[config.mk]
export PLATFORM = sky130hd
export DESIGN_NAME = access_counter_recent_clients
export DESIGN_NICKNAME = d
export VERILOG_FILES = /design/src/sv/acr_pkg.sv /design/src/sv/acr_ram.sv /design/src/sv/access_counter_recent_clients.sv
export SDC_FILE = /design/constraint.sdc
export NUM_CORES = 2
export LEC_CHECK = 0
export BUFFER_PORTS_ARGS = -buffer_cell sky130_fd_sc_hd__clkbuf_2
export CAP_MARGIN = 20
export CORE_UTILIZATION = 35
export DETAILED_ROUTE_END_ITERATION = 7
export GPL_TIMING_DRIVEN = 1
export PLACE_DENSITY = 0.58
export SETUP_SLACK_MARGIN = 0.1
export SYNTH_ARGS = -nofsm -noshare
export SYNTH_HDL_FRONTEND = slang
export SYNTH_SLANG_ARGS = --single-unit
[constraint.sdc]
create_clock -name clk -period 10.3 [get_ports clk]
set_input_delay 2.06 -clock clk [delete_from_list [all_inputs] [get_ports clk]]
set_output_delay 2.06 -clock clk [all_outputs]
set_load 0.02 [all_outputs]
[src/sv/acr_pkg.sv]
// shared constants, codes and helper functions for the access counter
`default_nettype none

package acr_pkg;

    // default sizes
    localparam int RECENT_DEPTH_DEF   = 10;
    localparam int MAP_INDEX_BITS_DEF = 10;

    // field widths
    localparam int KIND_W     = 7;
    localparam int SERIAL_W   = 32;
    localparam int ADDR_W     = 64;
    localparam int KEY_W      = 32;
    localparam int TIME_W     = 31;
    localparam int COUNT_W    = 31;
    localparam int POP_W      = 11;
    localparam int HIT_W      = 8;
    localparam int CMP_W      = 64;

    // stream word widths, padded to whole bytes
    localparam int IN_DATA_W  = 224;
    localparam int OUT_DATA_W = 240;
    localparam int IN_PAD_W   = IN_DATA_W - (SERIAL_W + 2 * ADDR_W + KEY_W + TIME_W);
    localparam int OUT_PAD_W  = OUT_DATA_W - (3 * COUNT_W + POP_W + HIT_W + 4 * TIME_W);

    // configuration port
    localparam int CFG_IDX_W  = 1;
    localparam int CFG_DATA_W = 7;
    localparam logic [CFG_IDX_W-1:0] REG_ENABLED_KINDS = 1'b0;
    localparam logic [CFG_IDX_W-1:0] REG_READ_ONLY     = 1'b1;

    // kind bits that matter for duplicate suppression
    localparam logic [KIND_W-1:0] KIND_TOTAL   = 7'h01;
    localparam logic [KIND_W-1:0] KIND_REFERER = 7'h10;
    localparam logic [KIND_W-1:0] KIND_ERROR   = 7'h20;
    localparam logic [KIND_W-1:0] KIND_DEST    = 7'h40;

    localparam logic [COUNT_W-1:0] COUNT_MAX = {COUNT_W{1'b1}};

    // saturating increment of a 31-bit total
    function automatic logic [COUNT_W-1:0] sat_inc(input logic [COUNT_W-1:0] v);
        return (v == COUNT_MAX) ? v : v + 1'b1;
    endfunction

    // kinds that are suppressed when the request serial repeats
    function automatic logic is_dedup(input logic [KIND_W-1:0] k);
        return !(k == KIND_REFERER || k == KIND_ERROR || k == KIND_TOTAL ||
                 k == (KIND_TOTAL | KIND_REFERER) || k == KIND_DEST);
    endfunction

endpackage

`default_nettype wire

[src/sv/acr_ram.sv]
// generic single write port ram with registered read
`default_nettype none

module acr_ram
#(
    parameter int WIDTH = 8,
    parameter int DEPTH = 128
)
(
    input  wire logic                     clk,
    input  wire logic                     we,
    input  wire logic [$clog2(DEPTH)-1:0] waddr,
    input  wire logic [WIDTH-1:0]         wdata,
    input  wire logic [$clog2(DEPTH)-1:0] raddr,
    output logic      [WIDTH-1:0]         rdata
);

    logic [WIDTH-1:0] mem [DEPTH];

    // write port
    always_ff @(posedge clk)
    begin
        if (we)
        begin
            mem[waddr] <= wdata;
        end
    end

    // registered read port
    always_ff @(posedge clk)
    begin
        rdata <= mem[raddr];
    end

endmodule

`default_nettype wire

[src/sv/access_counter_recent_clients.sv]
// page access counter with recent client key list and network map
//
//  channel  signals                             direction  contents
//  cfg      cfg_valid/ready, cfg_index, data    in         register writes
//  s        s_tvalid/tready, s_tdata, s_tuser   in         one access per word
//  m        m_tvalid/tready, m_tdata, m_tuser   out        counts after the access
//
// an item is checked for enable, read-only and a repeated serial; a skipped item goes
// straight to the finish step. a counted item compares the two client address halves,
// then searches the key list one compare per cycle on the shared comparator, stopping
// on a hit, an empty slot or the last entry; a miss adds one map read-modify-write.
// after reset the network map, 2^(MAP_INDEX_BITS-3) rows, is cleared one byte row
// per cycle, during which s_tready stays low.
// a new word is taken while a finished result waits on the m side; the block
// holds in its finish step only if that result is still not taken.
`default_nettype none

module access_counter_recent_clients
    import acr_pkg::*;
#(
    parameter int RECENT_DEPTH   = RECENT_DEPTH_DEF,
    parameter int MAP_INDEX_BITS = MAP_INDEX_BITS_DEF
)
(
    input  wire logic                  clk,
    input  wire logic                  rst_n,
    // configuration writes
    input  wire logic                  cfg_valid,
    output logic                       cfg_ready,
    input  wire logic [CFG_IDX_W-1:0]  cfg_index,
    input  wire logic [CFG_DATA_W-1:0] cfg_data,
    // input stream
    input  wire logic                  s_tvalid,
    output logic                       s_tready,
    // request_serial, client_addr_high, client_addr_low, client_key, time_now
    input  wire logic [IN_DATA_W-1:0]  s_tdata,
    // kind
    input  wire logic [KIND_W-1:0]     s_tuser,
    // output stream
    output logic                       m_tvalid,
    input  wire logic                  m_tready,
    // total_accesses, client_changes, new_keys, networks_seen, key_hit_count,
    // created_time, last_update_time, last_change_time, last_new_key_time
    output logic [OUT_DATA_W-1:0]      m_tdata,
    // counted
    output logic                       m_tuser
);

    localparam int PTR_W    = $clog2(RECENT_DEPTH);
    localparam int ROW_W    = MAP_INDEX_BITS - 3;
    localparam int MAP_ROWS = 1 << ROW_W;
    localparam logic [PTR_W-1:0] LAST_PTR = PTR_W'(RECENT_DEPTH - 1);
    localparam logic [ROW_W-1:0] LAST_ROW = ROW_W'(MAP_ROWS - 1);

    typedef enum logic [2:0] {
        ST_CLEAR,
        ST_IDLE,
        ST_CHECK,
        ST_ADDR_HI,
        ST_ADDR_LO,
        ST_SEARCH,
        ST_MAP,
        ST_FINISH
    } state_t;

    state_t state_reg;

    // configuration registers
    logic [KIND_W-1:0] enabled_kinds_reg;
    logic              read_only_reg;

    // latched input word
    logic [KIND_W-1:0]   kind_reg;
    logic [SERIAL_W-1:0] serial_reg;
    logic [ADDR_W-1:0]   addr_hi_reg;
    logic [ADDR_W-1:0]   addr_lo_reg;
    logic [KEY_W-1:0]    key_reg;
    logic [TIME_W-1:0]   now_reg;

    // counter state
    logic [COUNT_W-1:0]  access_total_reg;
    logic [COUNT_W-1:0]  change_total_reg;
    logic [COUNT_W-1:0]  new_key_total_reg;
    logic [POP_W-1:0]    pop_reg;
    logic [ADDR_W-1:0]   prev_hi_reg;
    logic [ADDR_W-1:0]   prev_lo_reg;
    logic [SERIAL_W-1:0] prev_serial_reg;
    logic [TIME_W-1:0]   ts_created_reg;
    logic [TIME_W-1:0]   ts_update_reg;
    logic [TIME_W-1:0]   ts_change_reg;
    logic [TIME_W-1:0]   ts_newkey_reg;
    logic [KEY_W-1:0]    key_list_reg [RECENT_DEPTH];
    logic [HIT_W-1:0]    hit_list_reg [RECENT_DEPTH];

    // sequencer working registers
    logic [PTR_W-1:0]    ptr_reg;
    logic [ROW_W-1:0]    clr_ptr_reg;
    logic                diff_reg;
    logic                counted_reg;

    // output register
    logic                m_valid_reg;
    logic [OUT_DATA_W-1:0] m_data_reg;
    logic                m_user_reg;

    // combinational helpers
    logic [KEY_W-1:0]    entry_key;
    logic [HIT_W-1:0]    entry_hit;
    logic [CMP_W-1:0]    cmp_a;
    logic [CMP_W-1:0]    cmp_b;
    logic                cmp_eq;
    logic                allowed;
    logic                dedup;
    logic                entry_empty;
    logic                search_hit;
    logic                search_miss;
    logic [MAP_INDEX_BITS-1:0] map_idx;
    logic [ROW_W-1:0]    map_row;
    logic [HIT_W-1:0]    bit_mask;
    logic                bit_set;
    logic                ram_we;
    logic [ROW_W-1:0]    ram_waddr;
    logic [HIT_W-1:0]    ram_wdata;
    logic [HIT_W-1:0]    ram_rdata;
    logic [COUNT_W-1:0]  access_total_next;
    logic [COUNT_W-1:0]  change_total_next;
    logic [COUNT_W-1:0]  new_key_total_next;
    logic [OUT_DATA_W-1:0] m_data_next;

    assign cfg_ready = 1'b1;
    assign s_tready  = (state_reg == ST_IDLE);
    assign m_tvalid  = m_valid_reg;
    assign m_tdata   = m_data_reg;
    assign m_tuser   = m_user_reg;

    // configuration writes
    always_ff @(posedge clk or negedge rst_n)
    begin
        if (!rst_n)
        begin
            enabled_kinds_reg <= '0;
            read_only_reg     <= 1'b0;
        end
        else if (cfg_valid && cfg_ready)
        begin
            case (cfg_index)
                REG_ENABLED_KINDS: enabled_kinds_reg <= cfg_data;
                REG_READ_ONLY:     read_only_reg     <= cfg_data[0];
                default:           ;
            endcase
        end
    end

    // list entry under the search pointer
    assign entry_key = key_list_reg[ptr_reg];
    assign entry_hit = hit_list_reg[ptr_reg];

    // shared equality comparator, operands picked by the sequencer step
    always_comb
    begin
        case (state_reg)
            ST_CHECK:
            begin
                cmp_a = CMP_W'(serial_reg);
                cmp_b = CMP_W'(prev_serial_reg);
            end
            ST_ADDR_HI:
            begin
                cmp_a = addr_hi_reg;
                cmp_b = prev_hi_reg;
            end
            ST_ADDR_LO:
            begin
                cmp_a = addr_lo_reg;
                cmp_b = prev_lo_reg;
            end
            ST_SEARCH:
            begin
                cmp_a = CMP_W'(key_reg);
                cmp_b = CMP_W'(entry_key);
            end
            default:
            begin
                cmp_a = '0;
                cmp_b = '0;
            end
        endcase
    end

    assign cmp_eq = (cmp_a == cmp_b);

    // skip decision
    assign allowed = !read_only_reg && ((kind_reg & enabled_kinds_reg) != '0);
    assign dedup   = is_dedup(kind_reg);

    // search outcome; an empty slot ends the search as a miss
    assign entry_empty = (entry_key == '0);
    assign search_hit  = !entry_empty && cmp_eq;
    assign search_miss = entry_empty || (!cmp_eq && ptr_reg == LAST_PTR);

    // network map addressing from the top key bits
    assign map_idx  = key_reg[KEY_W-1 -: MAP_INDEX_BITS];
    assign map_row  = map_idx[MAP_INDEX_BITS-1:3];
    assign bit_mask = HIT_W'(1) << map_idx[2:0];
    assign bit_set  = (ram_rdata & bit_mask) != '0;

    // map ram: clearing pass after reset, then set-bit writes
    assign ram_we    = (state_reg == ST_CLEAR) || (state_reg == ST_MAP && !bit_set);
    assign ram_waddr = (state_reg == ST_CLEAR) ? clr_ptr_reg : map_row;
    assign ram_wdata = (state_reg == ST_CLEAR) ? '0 : (ram_rdata | bit_mask);

    acr_ram #(
        .WIDTH (HIT_W),
        .DEPTH (MAP_ROWS)
    ) u_map_ram (
        .clk   (clk),
        .we    (ram_we),
        .waddr (ram_waddr),
        .wdata (ram_wdata),
        .raddr (map_row),
        .rdata (ram_rdata)
    );

    // saturating totals
    assign access_total_next  = sat_inc(access_total_reg);
    assign change_total_next  = sat_inc(change_total_reg);
    assign new_key_total_next = sat_inc(new_key_total_reg);

    // result word
    assign m_data_next = {OUT_PAD_W'(0), ts_newkey_reg, ts_change_reg, ts_update_reg,
                          ts_created_reg, hit_list_reg[0], pop_reg, new_key_total_reg,
                          change_total_reg, access_total_reg};

    // sequencer with counter state and output register
    always_ff @(posedge clk or negedge rst_n)
    begin
        if (!rst_n)
        begin
            state_reg         <= ST_CLEAR;
            access_total_reg  <= '0;
            change_total_reg  <= '0;
            new_key_total_reg <= '0;
            pop_reg           <= '0;
            prev_hi_reg       <= '0;
            prev_lo_reg       <= '0;
            prev_serial_reg   <= '1;
            ts_created_reg    <= '0;
            ts_update_reg     <= '0;
            ts_change_reg     <= '0;
            ts_newkey_reg     <= '0;
            for (int j = 0; j < RECENT_DEPTH; j++)
            begin
                key_list_reg[j] <= '0;
                hit_list_reg[j] <= '0;
            end
            ptr_reg           <= '0;
            clr_ptr_reg       <= '0;
            diff_reg          <= 1'b0;
            counted_reg       <= 1'b0;
            m_valid_reg       <= 1'b0;
            m_user_reg        <= 1'b0;
        end
        else
        begin
            // output handshake; the finish step reloads the register itself
            if (m_valid_reg && m_tready && state_reg != ST_FINISH)
            begin
                m_valid_reg <= 1'b0;
            end

            case (state_reg)
                // clear the network map one row per cycle
                ST_CLEAR:
                begin
                    clr_ptr_reg <= clr_ptr_reg + 1'b1;
                    if (clr_ptr_reg == LAST_ROW)
                    begin
                        state_reg <= ST_IDLE;
                    end
                end

                // take one input word
                ST_IDLE:
                begin
                    if (s_tvalid)
                    begin
                        kind_reg    <= s_tuser;
                        serial_reg  <= s_tdata[SERIAL_W-1:0];
                        addr_hi_reg <= s_tdata[SERIAL_W +: ADDR_W];
                        addr_lo_reg <= s_tdata[SERIAL_W + ADDR_W +: ADDR_W];
                        key_reg     <= s_tdata[SERIAL_W + 2 * ADDR_W +: KEY_W];
                        now_reg     <= s_tdata[SERIAL_W + 2 * ADDR_W + KEY_W +: TIME_W];
                        state_reg   <= ST_CHECK;
                    end
                end

                // enable, read-only and duplicate serial checks
                ST_CHECK:
                begin
                    if (!allowed || (dedup && cmp_eq))
                    begin
                        counted_reg <= 1'b0;
                        state_reg   <= ST_FINISH;
                    end
                    else
                    begin
                        if (dedup)
                        begin
                            prev_serial_reg <= serial_reg;
                        end
                        counted_reg      <= 1'b1;
                        access_total_reg <= access_total_next;
                        if (ts_created_reg == '0)
                        begin
                            ts_created_reg <= now_reg;
                        end
                        ts_update_reg <= now_reg;
                        state_reg     <= ST_ADDR_HI;
                    end
                end

                // upper half of the client address
                ST_ADDR_HI:
                begin
                    diff_reg  <= !cmp_eq;
                    state_reg <= ST_ADDR_LO;
                end

                // lower half; record a change of client
                ST_ADDR_LO:
                begin
                    if (diff_reg || !cmp_eq)
                    begin
                        change_total_reg <= change_total_next;
                        ts_change_reg    <= now_reg;
                        prev_hi_reg      <= addr_hi_reg;
                        prev_lo_reg      <= addr_lo_reg;
                    end
                    ptr_reg   <= '0;
                    state_reg <= ST_SEARCH;
                end

                // one list entry per cycle
                ST_SEARCH:
                begin
                    if (search_hit)
                    begin
                        // move the hit entry to the front
                        for (int j = 0; j < RECENT_DEPTH; j++)
                        begin
                            if (j == 0)
                            begin
                                key_list_reg[0] <= entry_key;
                                hit_list_reg[0] <= entry_hit + 1'b1;
                            end
                            else if (PTR_W'(j) <= ptr_reg)
                            begin
                                key_list_reg[j] <= key_list_reg[j-1];
                                hit_list_reg[j] <= hit_list_reg[j-1];
                            end
                        end
                        state_reg <= ST_FINISH;
                    end
                    else if (search_miss)
                    begin
                        // shift in the new key at the front
                        for (int j = 0; j < RECENT_DEPTH; j++)
                        begin
                            if (j == 0)
                            begin
                                key_list_reg[0] <= key_reg;
                                hit_list_reg[0] <= '0;
                            end
                            else
                            begin
                                key_list_reg[j] <= key_list_reg[j-1];
                                hit_list_reg[j] <= hit_list_reg[j-1];
                            end
                        end
                        new_key_total_reg <= new_key_total_next;
                        ts_newkey_reg     <= now_reg;
                        state_reg         <= ST_MAP;
                    end
                    else
                    begin
                        ptr_reg <= ptr_reg + 1'b1;
                    end
                end

                // map row read back; set the bit if new
                ST_MAP:
                begin
                    if (!bit_set)
                    begin
                        pop_reg <= pop_reg + 1'b1;
                    end
                    state_reg <= ST_FINISH;
                end

                // load the output register once it is free
                ST_FINISH:
                begin
                    if (!m_valid_reg || m_tready)
                    begin
                        m_valid_reg <= 1'b1;
                        m_data_reg  <= m_data_next;
                        m_user_reg  <= counted_reg;
                        state_reg   <= ST_IDLE;
                    end
                end

                default:
                begin
                    state_reg <= ST_IDLE;
                end
            endcase
        end
    end

    // an accepted word makes the block busy in the next cycle
    assert property (@(posedge clk) disable iff (!rst_n)
        (s_tvalid && s_tready) |=> !s_tready)
    else $error("input accepted while busy");

    // a new result word appears only from the finish step
    assert property (@(posedge clk) disable iff (!rst_n)
        $rose(m_valid_reg) |-> $past(state_reg == ST_FINISH))
    else $error("result word loaded outside finish step");

    // the map population moves only after a map read-back
    assert property (@(posedge clk) disable iff (!rst_n)
        (pop_reg != $past(pop_reg)) |-> $past(state_reg == ST_MAP))
    else $error("population changed outside map step");

    // the new-key total moves only on a counted access
    assert property (@(posedge clk) disable iff (!rst_n)
        !$stable(new_key_total_reg) |-> counted_reg)
    else $error("new key counted on a skipped access");

endmodule

`default_nettype wire
==> metrics.txt <==
TritonCTS clock tree=built; violations in the final reports=DRC; number of max-cap violations=0; total global-route track usage=a little under a fifth; maximum resistive drop on vdd=~0.00023 V; Crit. End Element=flip-flop; part of the power in combinational logic=slightly above 20%; violation count after the first detailed-routing iteration=4935; vertical die dimension=approximately 520 um; number of unique standard cell types used by synthesis=90; max FFs per register=roughly 1000; Hold Vio Cnt, Final=0; number of ports placed on the die boundary=about 500; register share of total power=46.3%; # rows=approximately 190; worst path setup slack after routing=between 2 and 3 ns; x dimension of the die=between 500 and 600 um; most frequently used cell type in the post-synthesis netlist=edfxtp_1; Root Buffer=clkbuf_16; clock latency reported for the late side of the worst-skew pair=a little over 0.9 ns; EDFF count, synth=1490; status=finished with violations; Post-Route Setup TNS=0 ns; initial antenna violation count=29; Post-synth top flop=edfxtp_1; fin util=40.7%; post-detailed-placement cell area=99900 um^2; number of buffers created by CTS=around 240; post-synth design cell area=slightly above 90000 um^2; core area=265000 um^2; total overflow reported by the global router=0; number of setup buffers added after CTS=0; critical path, cell by cell=buf_4 -> nand2b_1 -> buf_4 -> o22ai_1 -> o21ai_0 -> o32ai_1 -> a2111o_1 -> nor4_1 -> nand4_2 -> nor4b_4 -> nand2_1 -> o21bai_4 -> buf_4 -> mux2_2; cts-stage hold buffer count=0; clock edge transition at the registers on the reported setup and hold paths=~0.06 ns; mean post-synth cell area=between 15 and 20 um^2; post-detailed-route wirelength per cell=about 26 um; proportion of layout cells with a drive suffix above 1=a little under 30%; HPWL after DPL=about 170 mm; Tightest Pin Transition=about 1.2 ns; final period utilization=between 70 and 80%; launching element type of the critical path=flip-flop; logic depth of the worst register-to-register path=14; total routed wirelength=approximately 260 mm; highest attainable clock frequency=about 0.13 GHz; post-synth top area share=roughly 48%; portion of the post-synthesis area used by sequential elements=a little over two thirds; Max Slew Vio Count=0; final-report setup violation count=0; internal power contribution=18200 uW; total power consumption of the routed design=around 26000 uW; top area cells in the synthesized netlist=edfxtp_1 48%, dfrtp_1 21%, mux4_2 8.6%; type of the setup path with the least slack=reg -> reg; final antenna-violating net count=0; number of cells on the critical path=14; initial core utilization=a little over a third; final period demand of the worst path=7.62 ns; detail-routed via count per cell=approximately 5.3; most numerous cell on the critical path=buf_4; DRC violations left=310; WP buf/inv=3; first-pass iteration count of the detailed router=8; total number of H-tree levels=4; fin area=between 100000 and 150000 um^2; final layout net count=6450; count of clock tree sinks=~2300; number of vias in the routed layout=roughly 53000; post-synthesis instance total=5686; Bufs on Longest Clock Path=3; warnings from Yosys=0; setup slack after placement=2.73 ns; via count of the first global-routing pass=around 53000; endpoint required time on the critical path=roughly 11 ns; biggest area consumer among synthesized cells=edfxtp_1; biggest cell delay along the critical path=just over 1 ns; Port-buffer cells=~480; pwr/cell area=243 nW/um^2; dominant delay contributor by cell family on the critical path=simple AND/OR/NAND/NOR gates; CP max stage cell=dfrtp_4; flops & latches, synth=2312; first-pass GRT wire length=376 mm; switching power share of the total=between 30% and 40%; kind of path behind the tightest hold check=reg -> reg; setup repair after global routing missed its margin=false; crit-path max FO=a little over 50; async set or reset register ratio after synthesis=a little over a third; P&R area growth vs syn=15.7%; floorplan die area=269000 um^2; portion of total power attributed to the clock network=33.0%; number of cells on the worst hold path=0; Filler Cell Count=23881; most frequent cells after synthesis=1490 x edfxtp_1, 782 x dfrtp_1, 642 x nand2_1; Critical Path AT=approximately 8.4 ns; worst slew slack as a fraction of its limit=roughly a fifth; GP Congestion=roughly 0.84; skew final=0.0727 ns; post-cts gate resize count=0; net switching component of the power=~8000 uW; pin count of the biggest net entering global routing=170; Leak Pwr=0.0414 uW
## worst paths after layout
path / from / to / slack [ns]
max: ptr_reg[1] / key_list_reg[273] / 2.68
min: ts_newkey_reg[29] / m_tdata[234] / 0.42
max reg2reg: ptr_reg[1] / key_list_reg[273] / 2.68
min reg2reg: ts_newkey_reg[29] / m_tdata[234] / 0.42
max in group asynchronous: rst_n / key_list_reg[251] / 6.94
min in group asynchronous: rst_n / ts_created_reg[30] / 1.13
## area by class of cell
cell class                      instances  area (um^2)  area share [%]
Tap cell                             3533         4420            4.09
Inverter                               36          140           0.130
Clock buffer                          308         6360            5.89
Sequential cell                      2312        65300            60.5
Multi-Input combinational cell       3023        26700            24.8
Timing Repair Buffer                  588         3400            3.15
Antenna cell                            9         22.5          0.0209
Clock inverter                        138         1590            1.48
## cells in the final DEF, fill, tap and decap left out, types with 32 or more instances in the layout
master     synthesis  layout
clkbuf_2           0     480
a21o_1            39      39
a221oi_1          36      36
mux4_2           355     355
nand3_1           75      69
xor2_1            43      43
mux2i_1          167     167
clkbuf_1         154      54
inv_1             34      34
dfstp_2           32      32
clkbuf_16          0     236
mux2_2           474     474
a22oi_1           47      47
nand4_1           43      43
clkinv_1           1      40
xnor2_1           83      83
dfrtp_1          782     776
edfxtp_1        1490    1490
nand2b_1          95      93
nor2_1           205     197
o21ai_0           54      53
nand2_1          642     639
buf_4             19      94
nor3_1            46      43
clkinv_2           0      49
a21oi_1          131     129
o22ai_1           76      76
## stage by stage
stage,hold WS [ns],cells
floorplan,0.419,5689
global placement,0.425,9486
finish,0.417,9947
CTS,0.416,9934
detailed placement,0.429,9488
global route,0.430,9942
## power by group through the flow
stage | clock network (uW) | logic [uW] | registers, uW
finish | 8690 | 5430 | 12200
global placement | 0 | 5280 | 12300
global route | 9210 | 5780 | 12300
detailed placement | 0 | 5390 | 12300
CTS | 8860 | 5410 | 12200
floorplan | 0 | 3370 | 12200
## logic make-up after synthesis
group,synth area share [%]
flops,70.0
other cells,0.00805
buf+inv,1.65
simple gates,6.52
fa+ha+maj,0.121
mux,16.4
compound gates,4.09
xor+xnor,1.18
## per-layer routing
metal / track usage, % / wire, um
met1: 25.3 / 107000
met2: 31.4 / 127000
met3: 3.06 / 16000
met4: 6.42 / 8490
met5: 0 / 92
## worst register-to-register path, stage by stage, from the launching register on
cell and delay (ns):
dfrtp_4 1.01, buf_4 0.59, nand2b_1 0.23, buf_4 0.32
o22ai_1 0.18, o21ai_0 0.38, o32ai_1 0.21, a2111o_1 0.43
nor4_1 0.72, nand4_2 0.48, nor4b_4 0.73, nand2_1 0.39
o21bai_4 0.97, buf_4 0.47, mux2_2 0.38
No activity file was read; power rests on OpenSTA's default activity.
